--- config.mk ---
export PLATFORM = sky130hd
export DESIGN_NAME = ole_ctrl
export DESIGN_NICKNAME = d
export VERILOG_FILES = /design/src/sv/ole_pkg.sv /design/src/sv/ole_ctrl.sv
export SDC_FILE = /design/constraint.sdc
export NUM_CORES = 1
export LEC_CHECK = 0
export BUFFER_PORTS_ARGS = -buffer_cell sky130_fd_sc_hd__buf_4
export CORE_AREA = 2 2 39 41
export DETAILED_ROUTE_END_ITERATION = 16
export DIE_AREA = 0 0 41 43
export MAX_ROUTING_LAYER = met4
export SYNTH_ARGS = -nofsm -noshare
export SYNTH_HDL_FRONTEND = slang
export SYNTH_SLANG_ARGS = --single-unit
--- constraint.sdc ---
create_clock -name aclk -period 1.4 [get_ports aclk]
set_input_delay 0.21 -clock aclk [delete_from_list [all_inputs] [get_ports aclk]]
set_output_delay 0.21 -clock aclk [all_outputs]
set_load 0.05 [all_outputs]
--- src/sv/ole_pkg.sv ---
`timescale 1ns / 1ps
package ole_pkg;
    localparam int DEF_CAPACITY = 256;
    localparam int DEF_VALUE_WIDTH = 32;

    localparam logic [2:0] OP_INS_FRONT = 3'd0;
    localparam logic [2:0] OP_INS_END   = 3'd1;
    localparam logic [2:0] OP_INS_AFTER = 3'd2;
    localparam logic [2:0] OP_DEL_VALUE = 3'd3;
    localparam logic [2:0] OP_DEL_FIRST = 3'd4;
    localparam logic [2:0] OP_SEARCH    = 3'd5;
    localparam logic [2:0] OP_READ_AT   = 3'd6;

    localparam logic [1:0] ST_OK       = 2'd0;
    localparam logic [1:0] ST_NOT_FOUND = 2'd1;
    localparam logic [1:0] ST_FULL     = 2'd2;
    localparam logic [1:0] ST_BAD_POS  = 2'd3;

    // controller to datapath
    typedef struct packed {
        logic load;      // capture request
        logic init_step; // write one free-stack entry during clearing pass
        logic walk_start;
        logic walk_step; // issue read of current node
        logic walk_eval; // evaluate read data
        logic commit;    // perform list update
        logic deliver;   // latch result
    } ole_cmd_t;

    // datapath to controller
    typedef struct packed {
        logic init_done;
        logic walk_done;
        logic need_walk;
    } ole_stat_t;
endpackage

--- src/sv/ole_ctrl.sv ---
`timescale 1ns / 1ps
module ole_ctrl (
    input  logic              aclk,
    input  logic              aresetn,
    input  logic              s_valid,
    output logic              s_ready,
    output logic              m_valid,
    input  logic              m_ready,
    input  ole_pkg::ole_stat_t stat,
    output ole_pkg::ole_cmd_t  cmd
);
    import ole_pkg::*;

    localparam logic [2:0] S_INIT  = 3'd0;
    localparam logic [2:0] S_IDLE  = 3'd1;
    localparam logic [2:0] S_DEC   = 3'd2;
    localparam logic [2:0] S_READ  = 3'd3;
    localparam logic [2:0] S_EVAL  = 3'd4;
    localparam logic [2:0] S_DONE  = 3'd5;

    logic [2:0] state_reg, state_next;
    logic       mvalid_reg, mvalid_next;

    // next request may enter while the result waits in the output register
    assign s_ready = (state_reg == S_IDLE);
    assign m_valid = mvalid_reg;

    always_comb begin
        state_next = state_reg;
        mvalid_next = mvalid_reg;
        cmd = '0;
        if (mvalid_reg && m_ready) mvalid_next = 1'b0;
        case (state_reg)
            S_INIT: begin
                cmd.init_step = 1'b1;
                if (stat.init_done) state_next = S_IDLE;
            end
            S_IDLE: begin
                if (s_valid) begin
                    cmd.load = 1'b1;
                    state_next = S_DEC;
                end
            end
            S_DEC: begin
                cmd.walk_start = 1'b1;
                state_next = stat.need_walk ? S_READ : S_DONE;
            end
            S_READ: begin
                if (stat.walk_done) state_next = S_DONE;
                else begin
                    cmd.walk_step = 1'b1;
                    state_next = S_EVAL;
                end
            end
            S_EVAL: begin
                cmd.walk_eval = 1'b1;
                state_next = S_READ;
            end
            S_DONE: begin
                if (!mvalid_reg || m_ready) begin
                    cmd.commit = 1'b1;
                    cmd.deliver = 1'b1;
                    mvalid_next = 1'b1;
                    state_next = S_IDLE;
                end
            end
            default: state_next = S_IDLE;
        endcase
    end

    always_ff @(posedge aclk) begin
        if (!aresetn) begin
            state_reg <= S_INIT;
            mvalid_reg <= 1'b0;
        end else begin
            state_reg <= state_next;
            mvalid_reg <= mvalid_next;
        end
    end

    a_no_accept_busy: assert property (@(posedge aclk) disable iff (!aresetn)
        (state_reg != S_IDLE) |-> !s_ready) else $error("ready outside idle");
    a_done_holds: assert property (@(posedge aclk) disable iff (!aresetn)
        (m_valid && !m_ready && state_reg == S_DONE) |=> (state_reg == S_DONE))
        else $error("result overwritten");
    a_eval_after_read: assert property (@(posedge aclk) disable iff (!aresetn)
        (state_reg == S_EVAL) |-> $past(state_reg == S_READ))
        else $error("eval without read");
endmodule

**Word level (Yosys, flattened, before mapping)**

Cells that the tools add are included.

- Equal/unequal tests: 8
- Muxes and demuxes: 18
- Reduce and logical (&&, ||, !) cells: 5

Operators with widths:

| kind | number |
|---|---|
| $pmux W3 S6 | 1 |
| $mux W3 | 4 |
| $mux W1 | 11 |
| $eq A3 B2 Y1 const B | 2 |
| $eq A3 B3 Y1 const B | 2 |
| $ne A2 B2 Y1 const B | 3 |
| $mux W2 | 2 |
| $eq A3 B1 Y1 const B | 1 |
| $logic_not A3 Y1 | 1 |
| $reduce_and A3 Y1 | 1 |
| $logic_and A1 B1 Y1 | 1 |
| $logic_not A1 Y1 | 1 |
| $logic_or A1 B1 Y1 | 1 |

- Flip-flop bits (word level): 4
- Bits of input ports: 7
- Output and inout port bits: 9
- Word-level logic and storage cells: 33

**Depth between registers and ports, before layout**

Gate-level depths: netlist of run 1.

- Word-level depth: 4
- Mapped depth: 4
- Depth with buffers taken out: 3

**Worst setup path after synthesis of run 1**

Ideal clock, no wire load.

- Path kind: register to register
- Start: register state_reg[2]
- End: register state_reg[1]
- Library setup time: 63 ps
- Data arrival time: 1899 ps
- Required time: 1337 ps
- Slack: -562 ps
- Stages on the path, launching flop included: 3
- Path buffers: 0
- Clock period less this slack: 1962 ps
- Cells stage by stage: dfxtp_1 > nor3b_1 > o31a_1

- Word-level cells in the longest chain between the ends: 3
- Elaborated cells on any way between the ends: 11
- Classes of those cells: 8 x eq/ne; 1 x mux; 2 x reduce/logical

Ends and longest elaborated chain:

| element | RTL line | RTL |
|---|---|---|
| start: declaration | ole_ctrl.sv:21 | `logic [2:0] state_reg, state_next;` |
| start signal: assignment | ole_ctrl.sv:76 | `state_reg <= state_next;` |
| $eq A3 B3 Y1, or another cell as far along | ole_ctrl.sv:33 | `case (state_reg)` |
| $ne A2 B2 Y1 (no source line) | - |  |
| $reduce_and A3 Y1 (no source line) | - |  |

Parallel ways exist; a longest one is shown, timed or not.
A chain may end at the register's enable or synchronous reset.

==> key figures, run 1 <==
Place
  • DP HPWL: 447 microns
  • Final weighted congestion in routability-driven placement: 0.705
  • Count of input and output buffers: 15
  • Post-DP Area: 392 sq um

Synth
  • Post-synthesis cell type with the largest combined area: dfxtp_1
  • Area of the mapped netlist: 249 sq um
  • Cells after synthesis: 27
  • Mean area per synthesized cell: 9.22 sq um
  • Number of synthesized register bits: 4
  • Sequential cell area fraction in the yosys report: 0.322
  • Yosys warning count: 0
  • Number of distinct library cells after synthesis: 19
  • Synthesized netlist net count: 34
  • Cells taking the most area after synthesis: dfxtp_1 (32%), nand2b_1 (7.5%), nor3b_4 (7.5%)
  • Post-synth top area share: 0.322

Detailed routing
  • Remaining number of nets flagged by the antenna check after routing: 0
  • Iter 0 DRT Violations: 10
  • Drt total wl: 620 microns
  • Number of search-and-repair iterations in the first detailed-routing pass: 3
  • DR vias/cell: 4.16
  • Average wire per standard cell: 10.0 microns
  • Residual DRC count: 0
  • Total via count in the routed design: 258

Floorplan
  • Die X-Extent: 41 microns
  • Initial Utilization: 0.180
  • Floorplan die area: 1760 sq um
  • Placeable core area: 1380 sq um
  • Y dimension of the die: 43 microns
  • I/O pins: 16
  • Count of standard-cell rows: 14

Clock tree
  • Skew-Pair Late Insertion Delay: 0.23 ns
  • CTS tree: built
  • Clock transition at the register clock pins on the worst setup and hold paths after CTS: 0.04 ns
  • Number of clock buffers inserted by TritonCTS: 3
  • Post-CTS Hold Buffers: 0
  • Master cell of the clock root buffer: clkbuf_4
  • Bufs on Longest Clock Path: 2
  • Number of H-tree branching levels: 1
  • CTS sink count: 4

Global routing
  • Maximum number of pins on one net before global-route repair: 8
  • Grt total ovfl: 0
  • Via count of the first global-routing pass: 223
  • Antenna violations before repair: 0
  • First-pass GRT wire length: 800 microns
  • Total global routing track utilization: 0.0699

STA
  • Worst slew slack as a fraction of its limit: 0.854
  • Slew at the pin with the worst max-slew slack: 0.219 ns
  • Setup-violating endpoint count in the final report: 0
  • Final critical path time including I/O delays and setup: 1.36 ns
  • RSZ-0062 raised after global routing: yes
  • F_max: 0.735 GHz
  • Final clock period utilization by the worst path: 0.972
  • Hold violation total from the final report: 0
  • Clock Skew: 0.000279 ns
  • Pins over their slew limit: 0

Layout
  • Share of post-route cells with drive strength above 1: 0.696
  • Max reg flops: 3
  • Post-synthesis to final-layout area growth: 80.9%
  • Final design area excluding fillers: 450 sq um
  • NumNets Final: 55
  • Number of antenna diodes: 0
  • Leading cell types in the layout, fill and taps excluded: buf_4 (14), buf_6 (4), nand2b_1 (3), clkbuf_4 (3), dfxtp_2 (3)
  • Most common library cell in the layout ignoring fill and taps: buf_4

Power
  • Worst VDD drop: 336 uV
  • Leakage dissipation: 0.204 nW
  • Overall power consumption: 0.000432 W
  • Power density over the cells: 960 nW/um^2

Critical path
  • CP peak stage delay: 0.36 ns
  • Kind of cell adding the most delay to the critical path: simple AND/OR/NAND/NOR gates
  • Crit path buffers/inverters: 1
  • Critical Path Slowest Stage Cell: dfxtp_4
  • Startpoint-to-endpoint class of the critical path: flop to output port
  • CP arrival: 1.15 ns
  • Launching element type of the critical path: flop
  • CP endpoint kind: output port
  • Sequence of cells on the critical path: nand3b_1 > nor2b_4 > buf_6
  • Endpoint required time on the critical path: 1.19 ns
  • Reg-to-reg setup timing slack: 0.17 ns
  • Highest fanout seen on the critical path: 7

Status
  • Result of the run: completed

Flow run
  • Total of max-cap violations: 0

Hold path
  • Worst hold-check path type: input pin to flop
-- metrics by stage --
step                      setup TNS [ns]  hold WS [ns]  cells  utilization  setup WS [ns]
after CTS                              0         0.208     61        0.312         0.0216
after detailed placement               0         0.449     57        0.283          0.197
after floorplan                   -0.261         0.332     27            -        -0.0925
after global placement                 0         0.448     57        0.283          0.199
final                                  0         0.210     62        0.325         0.0387
after global routing             -0.0368         0.224     62        0.325        -0.0185
-- Yosys cell counts --
cell / count
nor2b_1: 2
nand3b_1: 1
and2_1: 1
and2_4: 1
nor3_1: 1
a21boi_0: 1
nor3b_4: 1
nor2_1: 3
a21boi_1: 1
nor3b_1: 1
buf_6: 1
a21oi_1: 1
and2b_4: 1
o22ai_1: 1
o31a_1: 1
buf_4: 1
dfxtp_1: 4
a211o_1: 1
nand2b_1: 3
-- repair_timing --
item                       4_1_cts  5_1_grt
gates resized for setup          4        4
buffers inserted                 1        1
setup endpoints to repair        5        4
-- worst paths after layout --
path                      from           end  depth (start not counted)
hold reg to reg        m_valid       m_valid                          2
setup reg to reg  state_reg[1]  state_reg[2]                          5
setup / recovery  state_reg[1]        cmd[1]                          3
hold / removal         aresetn  state_reg[2]                          2
-- metal layers --
| metal | routed length (microns) | global-route usage | vias up |
|---|---|---|---|
| met5 | 0 | - | - |
| met4 | 10 | 0.0600 | 0 |
| met3 | 37 | 0.0157 | 2 |
| met2 | 297 | 0.0938 | 11 |
| met1 | 274 | 0.0833 | 110 |
| li1 | - | - | 135 |
-- final cells by class --
cell class	instances	area [sq um]
fill	147	933
multi-input combinational	21	170
timing repair buffer	18	150
sequential	4	87.6
clock buffer	3	22.5
tap	16	20.0
-- kinds of logic (layout without fill, tap and decap cells) --
kind of cell / Yosys count / count (layout) / synth area share
simple gates: 15 / 15 / 0.427
flops: 4 / 4 / 0.322
compound gates: 6 / 6 / 0.176
buf+inv: 2 / 21 / 0.0754
-- where the power goes --
part	leakage (nW)	switching, W	internal [W]	total (W)
Combinational	0.156	0.0000892	0.0000688	0.000158
Sequential	0.0346	0.0000102	0.000123	0.000133
Clock	0.0138	0.0000458	0.0000958	0.000142
Note: power is estimated with default switching activity, not from simulation.
==> inputs of run 2 (changes only) <==
==> constraint.sdc (replaced) <==
create_clock -name aclk -period 1.64 [get_ports aclk]
set_input_delay 0.246 -clock aclk [delete_from_list [all_inputs] [get_ports aclk]]
set_output_delay 0.246 -clock aclk [all_outputs]
set_load 0.05 [all_outputs]
==> key figures, run 2 (same netlist as run 1, synthesis figures left out) <==
Critical path
  • CP arrival: 1.23 ns (+0.08 ns)
  • CP endpoint kind: output port
  • Startpoint-to-endpoint class of the critical path: flop to output port
  • End of the worst register-to-register path: state_reg[1]
  • Highest fanout seen on the critical path: 7 (unchanged)
  • Launching element type of the critical path: flop
  • Depth of the worst register-to-register path: 3 (-2)
  • Reg-to-reg setup timing slack: 0.53 ns (+0.36 ns)
  • Reg2Reg Launch Point: state_reg[1]
  • Endpoint required time on the critical path: 1.39 ns (+0.20 ns)
  • Origin of the worst setup path: state_reg[1]

Floorplan
  • Y dimension of the die: 43 microns (unchanged)
  • Count of standard-cell rows: 14 (unchanged)
  • Floorplan die area: 1760 sq um (unchanged)
  • Placeable core area: 1380 sq um (unchanged)
  • Die X-Extent: 41 microns (unchanged)
  • Initial Utilization: 0.180 (unchanged)
  • I/O pins: 16 (unchanged)

Detailed routing
  • Drt total wl: 554 microns (-11%)
  • Remaining number of nets flagged by the antenna check after routing: 0 (unchanged)
  • Total via count in the routed design: 241 (-6.6%)
  • Average wire per standard cell: 9.39 microns (-6.1%)
  • Iter 0 DRT Violations: 7 (-3)
  • Number of search-and-repair iterations in the first detailed-routing pass: 4 (+1)
  • Residual DRC count: 0 (unchanged)
  • DR vias/cell: 4.08 (-1.8%)

Clock tree
  • Number of clock buffers inserted by TritonCTS: 3 (unchanged)
  • CTS tree: built
  • Clock transition at the register clock pins on the worst setup and hold paths after CTS: 0.04 ns (about the same)
  • Count of instances resized after the clock tree is built: 0 (-4)
  • Skew-Pair Late Insertion Delay: 0.23 ns (about the same)
  • Number of H-tree branching levels: 1 (unchanged)
  • CTS sink count: 4 (unchanged)
  • Post-CTS Hold Buffers: 0 (unchanged)
  • Master cell of the clock root buffer: clkbuf_4
  • Bufs on Longest Clock Path: 2 (unchanged)
  • Setup bufs post-CTS: 0 (-1)

Layout
  • Post-synthesis to final-layout area growth: 60.3%
  • Max reg flops: 3 (unchanged)
  • Non-filler cells in the finished layout: 59 (-4.8%)
  • Most common library cell in the layout ignoring fill and taps: buf_4
  • Fill cells: 160 (+8.8%)
  • Leading cell types in the layout, fill and taps excluded: buf_4 (15), nand2b_1 (3), nor2_1 (3), clkbuf_4 (3), dfxtp_1 (3)
  • NumNets Final: 52 (-5.5%)
  • Number of antenna diodes: 0 (unchanged)
  • Share of post-route cells with drive strength above 1: 0.581 (-0.114)

Global routing
  • Via count of the first global-routing pass: 223 (unchanged)
  • First-pass GRT wire length: 883 microns (+10%)
  • Antenna violations before repair: 0 (unchanged)
  • Total global routing track utilization: 0.0832 (+0.0134)
  • Maximum number of pins on one net before global-route repair: 10 (+2)
  • Grt total ovfl: 0 (unchanged)

Place
  • Count of input and output buffers: 15 (unchanged)
  • Number of cells in the design after placement: 56 (-1.8%)
  • Setup slack at placement: 0.308 ns (+0.111 ns)
  • DP HPWL: 461 microns (+3.1%)
  • Final weighted congestion in routability-driven placement: 0.604 (-14%)

Power
  • Worst VDD drop: 250 uV (-26%)
  • Power density over the cells: 893 nW/um^2 (-7.0%)
  • Leakage dissipation: 0.179 nW (-12%)

Flow run
  • Total of max-cap violations: 0 (unchanged)

Hold path
  • End point of the most critical hold path: state_reg[2]
  • Number of cells on the worst hold path: 2 (unchanged)
  • Worst hold-check path type: input pin to flop
  • Start point of the worst hold path: aresetn

STA
  • Pins over their slew limit: 0 (unchanged)
  • Smallest hold slack: 0.250 ns (+0.0400 ns)
  • Setup-violating endpoint count in the final report: 0 (unchanged)
  • Final clock period utilization by the worst path: 0.898
  • Hold violation total from the final report: 0 (unchanged)
  • F_max: 0.679 GHz
  • Worst Slack Setup Final: 0.167 ns (+0.128 ns)
  • Clock Skew: 0.000201 ns (-0.0000786 ns)
  • Final critical path time including I/O delays and setup: 1.47 ns
  • RSZ-0062 raised after global routing: no
  • Slew at the pin with the worst max-slew slack: 0.313 ns (+0.0941 ns)
  • Worst slew slack as a fraction of its limit: 0.791 (-0.0624)

Status
  • Result of the run: completed
-- run 2: worst max-delay path by stage --
stage | slack, ns | to | cells after the start
2_1_floorplan | -0.04 | cmd[1] | 3
3_3_place_gp | 0.33 | cmd[6] | 3
3_5_place_dp | 0.31 | cmd[6] | 3
4_1_cts | 0.05 | cmd[6] | 3
5_1_grt | 0.06 | cmd[3] | 3
6_report | 0.17 | cmd[3] | 3
-- run 2: stage by stage --
step / TNS (ns) / instance area (sq um) / utilization / power [W]
3_5_place_dp: 0 / 375 / 0.271 / 0.000240
2_1_floorplan: -0.0356 / 262 / - / 0.000209
6_report: 0 / 399 / 0.288 / 0.000356
5_1_grt: 0 / 399 / 0.288 / 0.000378
3_3_place_gp: 0 / 375 / 0.271 / 0.000239
4_1_cts: 0 / 398 / 0.288 / 0.000364
-- run 2: critical path, stage by stage (launching register included) --
cell and delay, ns:
dfxtp_1 0.49, nand2b_1 0.17, nor2_1 0.13, buf_4 0.20
-- run 2: power by group --
part	switching [W]	internal [W]	leakage (nW)
combinational	0.0000671	0.0000518	0.133
clock	0.0000371	0.0000816	0.0138
sequential	0.0000140	0.000105	0.0329
total	0.000118	0.000238	0.179
-- run 2: final cells by class --
class                           instances  area (sq um)  share of cell area
Timing Repair Buffer                   15           113               0.282
Clock buffer                            3          22.5              0.0564
Tap cell                               16          20.0              0.0502
Multi-Input combinational cell         21           163               0.408
Sequential cell                         4          81.3               0.204
-- run 2: layer usage --
metal  up-vias  GRT usage  share of wire
met5         -          -              0
met4         0      0.100          0.020
met3         2     0.0314           0.10
met2         7      0.100           0.51
met1       105     0.0897           0.36
li1        127          -              -
==> inputs of run 3 (changes only) <==
--- a/config.mk
+++ b/config.mk
@@ -5,8 +5,10 @@
 export SDC_FILE = /design/constraint.sdc
 export NUM_CORES = 1
 export LEC_CHECK = 0
+export ABC_AREA = 1
 export BUFFER_PORTS_ARGS = -buffer_cell sky130_fd_sc_hd__buf_4
 export CORE_AREA = 2 2 39 41
+export CTS_CLUSTER_SIZE = 25
 export DETAILED_ROUTE_END_ITERATION = 16
 export DIE_AREA = 0 0 41 43
 export MAX_ROUTING_LAYER = met4
==> key figures, run 3 <==
Clock tree
  • Number of clock buffers inserted by TritonCTS: 3 (unchanged)
  • Skew-Pair Late Insertion Delay: 0.23 ns (about the same)
  • Setup bufs post-CTS: 0 (unchanged)
  • Count of instances resized after the clock tree is built: 0 (unchanged)
  • Master cell of the clock root buffer: clkbuf_4
  • Number of H-tree branching levels: 1 (unchanged)
  • Post-CTS Hold Buffers: 0 (unchanged)
  • Clock transition at the register clock pins on the worst setup and hold paths after CTS: 0.04 ns (about the same)
  • CTS sink count: 4 (unchanged)
  • CTS tree: built
  • Bufs on Longest Clock Path: 2 (unchanged)

Hold path
  • Worst hold-check path type: input pin to flop
  • Number of cells on the worst hold path: 3 (+1)
  • End point of the most critical hold path: state_reg[0]
  • Start point of the worst hold path: aresetn

Global routing
  • Grt met2 use: 0.134 (+0.0344)
  • Via count of the first global-routing pass: 298 (+34%)
  • Total global routing track utilization: 0.0988 (+0.0155)
  • Most crowded layer after global routing: met2
  • Fraction of met3 tracks used by global routing: 0.0314 (unchanged)
  • Maximum number of pins on one net before global-route repair: 7 (-3)
  • Met1 demand-to-capacity share in global routing: 0.0932 (+0.00350)
  • First-pass GRT wire length: 1.06 mm (+19%)
  • Grt total ovfl: 0 (unchanged)
  • Antenna violations before repair: 0 (unchanged)

Floorplan
  • Placeable core area: 1380 sq um (unchanged)
  • Floorplan die area: 1760 sq um (unchanged)
  • Initial Utilization: 0.208 (+0.0280)
  • Y dimension of the die: 43 microns (unchanged)
  • I/O pins: 16 (unchanged)
  • Count of standard-cell rows: 14 (unchanged)
  • Die X-Extent: 41 microns (unchanged)

Layout
  • Share of post-route cells with drive strength above 1: 0.524 (-0.0576)
  • Non-filler cells in the finished layout: 79 (+34%)
  • Fill cells: 157 (-1.9%)
  • Post-synthesis to final-layout area growth: 59.1%
  • NumNets Final: 72 (+38%)
  • Most common library cell in the layout ignoring fill and taps: buf_4
  • Max reg flops: 3 (unchanged)
  • Number of antenna diodes: 0 (unchanged)
  • Leading cell types in the layout, fill and taps excluded: buf_4 (15), nand2_1 (9), inv_1 (8)

Flow run
  • Total of max-cap violations: 0 (unchanged)

Synth
  • Post-synth top area share: 0.278 (-0.0433)
  • Synthesized netlist net count: 53 (+56%)
  • Number of synthesized register bits: 4 (unchanged)
  • Area of the mapped netlist: 288 sq um (+16%)
  • Async SR Flop Fraction: 0 (unchanged)
  • Dominant cell by count in the synthesized netlist: nand2_1
  • Number of distinct library cells after synthesis: 14 (-5)
  • Post-synthesis cell type with the largest combined area: dfxtp_1
  • Sequential cell area fraction in the yosys report: 0.278 (-0.0433)
  • Cells after synthesis: 46 (+70%)
  • Dominant synthesized flop cell: dfxtp_1
  • Number of enable-type register cells in the synthesized netlist: 0 (unchanged)
  • Mean area per synthesized cell: 6.26 sq um (-32%)
  • Top cells by count, synth: nand2_1 (9), inv_1 (8), nor2_1 (5), nor2_2 (5), dfxtp_1 (4)
  • Yosys warning count: 0 (unchanged)
  • Cells taking the most area after synthesis: dfxtp_1 (28%), nand2_1 (12%), nor2_2 (11%)

Detailed routing
  • DR vias/cell: 3.95 (-3.3%)
  • Average wire per standard cell: 7.89 microns (-16%)
  • Iter 0 DRT Violations: 4 (-3)
  • Drt total wl: 623 microns (+12%)
  • Remaining number of nets flagged by the antenna check after routing: 0 (unchanged)
  • Number of search-and-repair iterations in the first detailed-routing pass: 4 (unchanged)
  • Residual DRC count: 0 (unchanged)
  • Total via count in the routed design: 312 (+29%)

STA
  • Slew at the pin with the worst max-slew slack: 0.279 ns (-0.0341 ns)
  • RSZ-0062 raised after global routing: no
  • F_max: 0.665 GHz (-2.0%)
  • Pins over their slew limit: 0 (unchanged)
  • Final clock period utilization by the worst path: 0.917 (+0.0185)
  • Setup-violating endpoint count in the final report: 0 (unchanged)
  • Setup TNS: 0 ns (unchanged)
  • Hold violation total from the final report: 0 (unchanged)
  • Clock Skew: 0.0000815 ns (-0.000119 ns)
  • Worst slew slack as a fraction of its limit: 0.814 (+0.0228)
  • Final critical path time including I/O delays and setup: 1.50 ns (+0.0304 ns)

Critical path
  • Highest fanout seen on the critical path: 6 (-1)
  • Startpoint-to-endpoint class of the critical path: flop to output port
  • Depth of the worst register-to-register path: 5 (+2)
  • Launching element type of the critical path: flop
  • End of the worst register-to-register path: state_reg[0]
  • Reg-to-reg setup timing slack: 0.60 ns (+0.07 ns)
  • CP endpoint kind: output port
  • Endpoint required time on the critical path: 1.39 ns (about the same)
  • CP arrival: 1.26 ns (+0.03 ns)
  • Reg2Reg Launch Point: state_reg[2]

Place
  • DP HPWL: 542 microns (+18%)
  • Count of input and output buffers: 15 (unchanged)
  • Final weighted congestion in routability-driven placement: 0.734 (+22%)
  • Number of cells in the design after placement: 76 (+36%)

Power
  • Power density over the cells: 954 nW/um^2 (+6.9%)
  • Overall power consumption: 0.000437 W (+23%)
  • Leakage dissipation: 0.241 nW (+34%)
  • Worst VDD drop: 295 uV (+18%)

Status
  • Result of the run: completed
-- run 3: cell count changes after synthesis, sizes merged, moves of 2 or more --
| cell | change |
|---|---|
| nor2 | +7 |
| nor3b | -2 |
| nand3 | +5 |
| inv | +10 |
| nand2b | -3 |
| nand2 | +11 |
| nor3 | +2 |
| nor2b | -2 |
| and2 | -2 |
| a21boi | -2 |
-- run 3: area by class of cell --
class / instances / area [sq um] / area share
Timing Repair Buffer: 15 / 113 / 0.246
Clock buffer: 3 / 22.5 / 0.0492
Inverter: 10 / 37.5 / 0.0820
Sequential cell: 4 / 80.1 / 0.175
Tap cell: 16 / 20.0 / 0.0437
Multi-Input combinational cell: 31 / 185 / 0.404
-- run 3: critical path, cell delays in order (launching register included) --
cell and delay, ns:
dfxtp_1 0.47, inv_2 0.11, nor4_2 0.21, buf_4 0.23
-- run 3: kinds of logic (layout without fill, tap and decap cells) --
family,Yosys count,count (layout),share of synthesized area
buf+inv,11,28,0.157
simple gates,30,30,0.548
compound gates,1,1,0.0174
flops,4,4,0.278
-- run 3: metrics by stage --
| stage | utilization | setup slack (ns) | hold slack (ns) | cell area (sq um) |
|---|---|---|---|---|
| detailed placement | 0.315 | 0.367 | 0.509 | 435 |
| global placement | 0.315 | 0.397 | 0.504 | 435 |
| floorplan | - | -0.0769 | 0.388 | 310 |
| CTS | 0.331 | 0.119 | 0.264 | 458 |
| finish | 0.331 | 0.137 | 0.272 | 458 |
| global route | 0.331 | 0.0295 | 0.253 | 458 |
-- run 3: worst max path at each step --
stage                 startpoint      to  cells past startpoint
floorplan           state_reg[1]  cmd[3]                      2
CTS                 state_reg[1]  cmd[3]                      3
finish              state_reg[1]  cmd[3]                      3
global placement    state_reg[1]  cmd[3]                      3
global route        state_reg[0]  cmd[6]                      5
detailed placement  state_reg[1]  cmd[3]                      3
-- run 3: per-layer routing --
| layer | wire, microns | up-vias |
|---|---|---|
| met3 | 27 | 2 |
| met1 | 258 | 130 |
| li1 | - | 174 |
| met4 | 9 | 0 |
| met2 | 327 | 6 |
| met5 | 0 | - |
-- run 3: report_power, final --
| group | internal, W | switching (W) | leakage [nW] |
|---|---|---|---|
| combinational | 0.0000623 | 0.000132 | 0.194 |
| sequential | 0.000107 | 0.0000156 | 0.0327 |
| clock | 0.0000817 | 0.0000382 | 0.0138 |
